### config.mk
export PLATFORM = sky130hd
export DESIGN_NAME = c2d_mac
export DESIGN_NICKNAME = d
export VERILOG_FILES = /design/src/sv/c2d_pkg.sv /design/src/sv/c2d_mac.sv
export SDC_FILE = /design/constraint.sdc
export NUM_CORES = 1
export LEC_CHECK = 0
export ABC_AREA = 1
export BUFFER_PORTS_ARGS = -buffer_cell sky130_fd_sc_hd__buf_2
export CAP_MARGIN = 20
export CORE_ASPECT_RATIO = 1.75
export CORE_MARGIN = 2
export CORE_UTILIZATION = 45
export CTS_BUF_LIST = sky130_fd_sc_hd__clkbuf_16
export CTS_CLUSTER_SIZE = 8
export DETAILED_ROUTE_END_ITERATION = 7
export HOLD_SLACK_MARGIN = 0.1
export SYNTH_ARGS = -nofsm -noshare
export SYNTH_HDL_FRONTEND = slang
export SYNTH_SLANG_ARGS = --single-unit
### constraint.sdc
create_clock -name clk -period 2.4 [get_ports clk]
set_input_delay 0.12 -clock clk [delete_from_list [all_inputs] [get_ports clk]]
set_output_delay 0.12 -clock clk [all_outputs]
set_load 0.1 [all_outputs]
### src/sv/c2d_pkg.sv
package c2d_pkg;

	localparam int PIX_W   = 16;  // Q3.12 pixel / coefficient
	localparam int CFG_W   = 16;  // config write data
	localparam int DIM_W   = 7;   // frame size registers
	localparam int COORD_W = 6;   // row / col fields
	localparam int RAW_W   = 8;   // signed tap coordinate, row +/- radius

	typedef enum logic [1:0] {
		KIND_PIXEL   = 2'd0,
		KIND_COEF    = 2'd1,
		KIND_COMPUTE = 2'd2
	} kind_t;

	typedef enum logic [1:0] {
		BORDER_CONST      = 2'd0,
		BORDER_REPLICATE  = 2'd1,
		BORDER_REFLECT    = 2'd2,
		BORDER_REFLECT101 = 2'd3
	} border_t;

	typedef enum logic [2:0] {
		REG_FRAME_WIDTH   = 3'd0,
		REG_FRAME_HEIGHT  = 3'd1,
		REG_KERNEL_RADIUS = 3'd2,
		REG_BORDER_MODE   = 3'd3,
		REG_BORDER_VALUE  = 3'd4
	} cfg_idx_t;

	typedef struct packed {
		kind_t                     kind;
		logic [COORD_W-1:0]        row;
		logic [COORD_W-1:0]        col;
		logic signed [PIX_W-1:0]   value;
	} in_word_t;

	typedef struct packed {
		logic signed [PIX_W-1:0]   pixel_out;
		logic                      saturated;
	} out_word_t;

	// control from the tap sequencer to the MAC
	typedef struct packed {
		logic clear;  // start of a new output pixel
		logic tap;    // coef / pix valid this cycle
	} mac_ctl_t;

endpackage

### src/sv/c2d_mac.sv
module c2d_mac
	import c2d_pkg::*;
#(
	parameter int ACC_W = 41
) (
	input  logic                    clk,
	input  logic                    arst_n,
	input  mac_ctl_t                ctl,
	input  logic signed [PIX_W-1:0] coef,
	input  logic signed [PIX_W-1:0] pix,
	output logic                    busy,
	output out_word_t               result
);

	localparam int PROD_W = 2 * PIX_W;

	logic signed [PROD_W-1:0] prod_s2;
	logic                     v_s2;
	logic signed [ACC_W-1:0]  acc_q;
	logic signed [ACC_W-1:0]  rnd;
	logic [ACC_W-28:0]        hi;
	logic                     sat;

	always_ff @(posedge clk or negedge arst_n) begin
		if (!arst_n) begin
			v_s2 <= 1'b0;
		end else begin
			v_s2 <= ctl.tap;
		end
	end

	always_ff @(posedge clk) begin
		prod_s2 <= coef * pix;
		if (ctl.clear) begin
			acc_q <= '0;
		end else if (v_s2) begin
			acc_q <= acc_q + ACC_W'(prod_s2);
		end
	end

	// round half up, floor by 2^12, then clip to 16 bits
	always_comb begin
		rnd = acc_q + ACC_W'(2048);
		hi  = rnd[ACC_W-1:27];
		sat = !((&hi) || (~|hi));
		result.saturated = sat;
		if (sat) begin
			result.pixel_out = rnd[ACC_W-1] ? 16'sh8000 : 16'sh7fff;
		end else begin
			result.pixel_out = rnd[27:12];
		end
	end

	assign busy = v_s2;

endmodule

# Word level (Yosys, flattened, before mapping)
# Index checks and enable logic that the tools add are counted.
[totals]
in_bits = 36
out_inout_bits = 18
word_cells = 13
regBits = 74
[classes]
reduce_logical = 5
muxes = 2
multipliers = 1
add_sub_neg = 2
[ops]
columns = ["cell", "n"]
rows = [
  ["$add 41x13->41 const B", 1],
  ["$add 41x32->41", 1],
  ["$mul 16x16->32", 1],
  ["$mux 16", 2],
  ["$reduce_and 14->1", 1],
  ["$reduce_or 14->1", 1],
  ["$logic_not 1->1", 2],
  ["$logic_or 1x1->1", 1],
]

# Depth between registers and ports, before layout
[logic_depth]
word_depth = 5
depth_mapped = 27
depth_no_buf = 25

# Worst setup path before layout
# No wires, ideal clock.
[synth_timing]
path_kind = "input port to flip-flop"
startpoint = "in pix[7]"
endpoint = "reg prod_s2[27]"
setup_slack_ns = -2.931
t_arrival_ns = 5.211
t_required_ns = 2.279
setup_ns = 0.121
path_buffers = 2
cell_stages = 22
cell_sequence = "clkbuf_1 clkbuf_1 nand2_1 fa_1 inv_1 fa_1 inv_1 fa_1 inv_1 fa_1 fa_1 inv_1 fa_1 inv_1 ha_1 a21o_1 a21oi_1 nand2_1 nand2_1 nand3_1 a21o_1 xor2_1"
[synth_between]
elab_chain_len = 1
[synth_lines]
columns = ["element", "line_no", "source"]
rows = [
  ["start, declared", "c2d_mac.sv:10", "input logic signed [PIX_W-1:0] pix,"],
  ["$mul 16x16->32", "c2d_mac.sv:33", "prod_s2 <= coef * pix;"],
  ["end signal, assigned", "c2d_mac.sv:33", ""],
  ["end, declared", "c2d_mac.sv:17", "logic signed [PROD_W-1:0] prod_s2;"],
]
# Every way passes these cells.
# A chain may end at the register's enable or synchronous reset.

# Worst setup path after layout
[layout_timing]
startpoint = "in pix[15]"
endpoint = "reg prod_s2[30]"
# Same word-level chain as after synthesis.

==> flow_summary.ini <==
[status]
outcome = finished with violations
violations = negative setup slack

[layout]
finalNonFillerCells = 3204
diodes = 0
nets = 3146
fillCellCount = 3382
areaGrowthSynthToFinish_pct = 33.8
drive_gt1_frac = 0.267

[sta]
fmax_mhz = 211
layout_min_cycle_time_ns = 4.74
finClkSkew_ns = 0.0133
slew_viol_final = 0
hold_ws_ns = 0.196
post-route-period-util = 1.98
finalSetupViolations = 43
fin_ws_ns = -2.34
rsz0062_at_grt = true
maxSlewHeadroom = 0.682
worst_pin_slew_ns = 0.477
hold_viol = 0

[placement]
dp_hpwl_mm = 45.9
gp_congestion = 0.945
dp_cells = 3131
port-buffer-count = 53

[critical_path]
ff2ff_setup_slack_ns = 0.11
reg2reg_depth = 10
r2r-end = acc_q[35]
endpoint = prod_s2[30]
start_kind = primary input
crit_arrival_ns = 5.01
critical_path.startpoint = pix[15]
cpLargestDelayFamily = adder cells
cp-end-kind = flip-flop
cpPeakStageDelay_ns = 0.56
worstSetupPathType = primary input to flip-flop
r2r_start = prod_s2[30]
crit_path_max_fanout = 4
timing.critical_path.buf_inv = 8
cp_common_cell = fa_1
worst-path-stages = 21
crit_required_ns = 2.67
slowest_stage = fa_1
path_cells = buf_6 > clkinvlp_4 > buf_6 > buf_6 > or2_2 > fa_1 > fa_1 > inv_1 > fa_2 > inv_1 > fa_1 > fa_2 > fa_1 > inv_2 > ha_4 > inv_4 > nor3_2 > nand2_1 > o211a_1 > nand3_1 > nand2_1

[cts]
htree_num_levels = 3
cts.clk_slew.worst_paths_ns = 0.07
cts_buffers = 9
cts.sinks = 74
cts_tree = done
clock_path_buffers = 2
cts_root_buffer = clkbuf_16
clock_latency_ns = 0.37

[yosys]
synth_flop_cell = dfxtp_1
synth_cell_types = 37
synth_warnings = 0
yosysTopAreaCellShare = 0.317
async_flop_share = 0.0135
avgSynthCellArea_um2 = 6.84
synth_nets = 2848
syn_area_um2 = 16600
ys_ff_latch = 74
yosys.area.top_type = fa_1
synth_edf_count = 0
ys_seq_area_frac = 0.0896
synth_area_leaders = fa_1 32%, nand2_1 15%, inv_1 14%
netlist_instances = 2426

[floorplanning]
start_util = 0.454
dieArea_um2 = 38500
core_area_um2 = 36500
boundaryPins = 54
die_w_um = 149
rows = 93
die_y_um = 258

[grt]
track_usage = 0.286
grt_pass1_vias = 16800
grt_max_degree = 35
grt_overflow_total = 0
antenna_found_initial = 0
grt_pass1_wl_mm = 84.9

[drt]
final_antenna_net_count = 0
wl_per_cell_um = 16.9
drc_errors = 0
via_count = 15800
vias_per_cell = 4.94
wl_mm = 54.1
drt-initial-drc-count = 638
drtPass1Iterations = 5

[job]
cap_violations = 0

[worst_hold_path]
holdCritPathClass = primary input to flip-flop
[how the worst min path moves through the flow]
stage                  from    endpoint  slack, ns  depth (start not counted)
floorplan            arst_n        busy      -0.18                          0
global placement     arst_n        busy      -0.11                          1
detailed placement   arst_n        busy       -0.1                          1
CTS                 coef[0]  prod_s2[0]       0.19                          4
global route        coef[0]  prod_s2[0]       0.21                          4
finish              coef[0]  prod_s2[0]       0.20                          4
[worst register-to-register path, delay by kind of cell, from the launching register on]
kind                       cells  cell delay, ns
AOI/OAI and AO/OA              3            0.83
buffers and inverters          1            0.05
adders and majority gates      1            0.37
DFF                            1            0.35
and+or+nand+nor                5            0.60
[timing repair]
| item | CTS | global route |
|---|---|---|
| hold buffers | 3 | 0 |
| endpoints found under the hold margin | 2 | 0 |
| pin swaps | 80 | 67 |
| gates cloned | 5 | 1 |
| buffers inserted | 29 | 22 |
| resized for setup | 211 | 159 |
| setup endpoints to repair | 48 | 72 |
[cell families after synthesis]
family,count (synthesis),synth area share
AND/OR/NAND/NOR,1039,0.251
buffers and inverters,678,0.155
adder cells (fa/ha/maj),386,0.410
flip-flops,74,0.0896
XOR/XNOR,61,0.0322
AO/OA/AOI/OAI,188,0.0629
[routing by layer]
layer  track usage  part of all wire  vias up
met1         0.271              0.33     7551
met4         0.197             0.085        0
met3        0.0194             0.021      189
li1              -                 -     7738
met2         0.568              0.56      335
met5             0                 0        -
[synth_stat cells (2+ instances only)]
cell type	n
nand2_1	683
inv_1	601
fa_1	263
nor2_1	215
ha_1	123
a21oi_1	96
nand3_1	90
dfxtp_1	73
clkbuf_1	71
o21ai_0	53
xor2_1	48
nand4_1	20
a21o_1	13
xnor2_1	13
o21bai_1	12
nor3_1	9
nor2_2	7
nand2_2	4
a31oi_1	3
nor2_4	3
o211ai_1	3
o221ai_1	3
or2_2	3
buf_6	2
inv_2	2
nand3b_1	2
[cell type report]
| cell class | instances | area, um2 | share of cell area |
|---|---|---|---|
| Multi-Input combinational cell | 1675 | 14000 | 0.632 |
| Sequential cell | 74 | 1520 | 0.0686 |
| Clock inverter | 7 | 108 | 0.00485 |
| Timing Repair Buffer | 361 | 3430 | 0.155 |
| Tap cell | 475 | 594 | 0.0268 |
| Inverter | 603 | 2280 | 0.103 |
| Clock buffer | 9 | 225 | 0.0101 |
[layout by cell type (no fill, tap or decap), types with 8 or more instances in the layout]
cell type    n
nand2_2     50
inv_2       54
fa_1       241
clkbuf_16   10
xor2_1      45
nor2_4      20
ha_1        81
ha_4        35
o21bai_1     8
dfxtp_1     47
buf_8        8
a21oi_1     62
xnor2_1     13
fa_2        22
buf_2       10
a21oi_2     27
buf_6       46
nand4_1     20
nand3_2     11
dfxtp_2     24
nand2_1    607
nor2_1     179
inv_1      543
nand2_4     32
nand3_1     79
buf_4      256
nor2_2      26
o21ai_0     38
a21o_1      13
buf_12      32
[through the flow]
stage	cell area [um2]	setup slack, ns	util	setup TNS (ns)
after floorplan	17800	-2.47	-	-54.46
after global placement	20100	-2.84	0.550	-66.83
after detailed placement	20100	-2.94	0.550	-68.71
after CTS	21500	-2.38	0.588	-57.31
after global routing	22200	-2.53	0.608	-62.86
final	22200	-2.34	0.608	-56.49
[flip-flops by register name, summed over array words and instances (netlist names)]
name / cells
acc_q: 41
prod_s2: 32
busy: 1
Power is left out: the tool's default activity adds up to more than one toggle a clock period on the data nets, which glitch-free logic cannot reach.
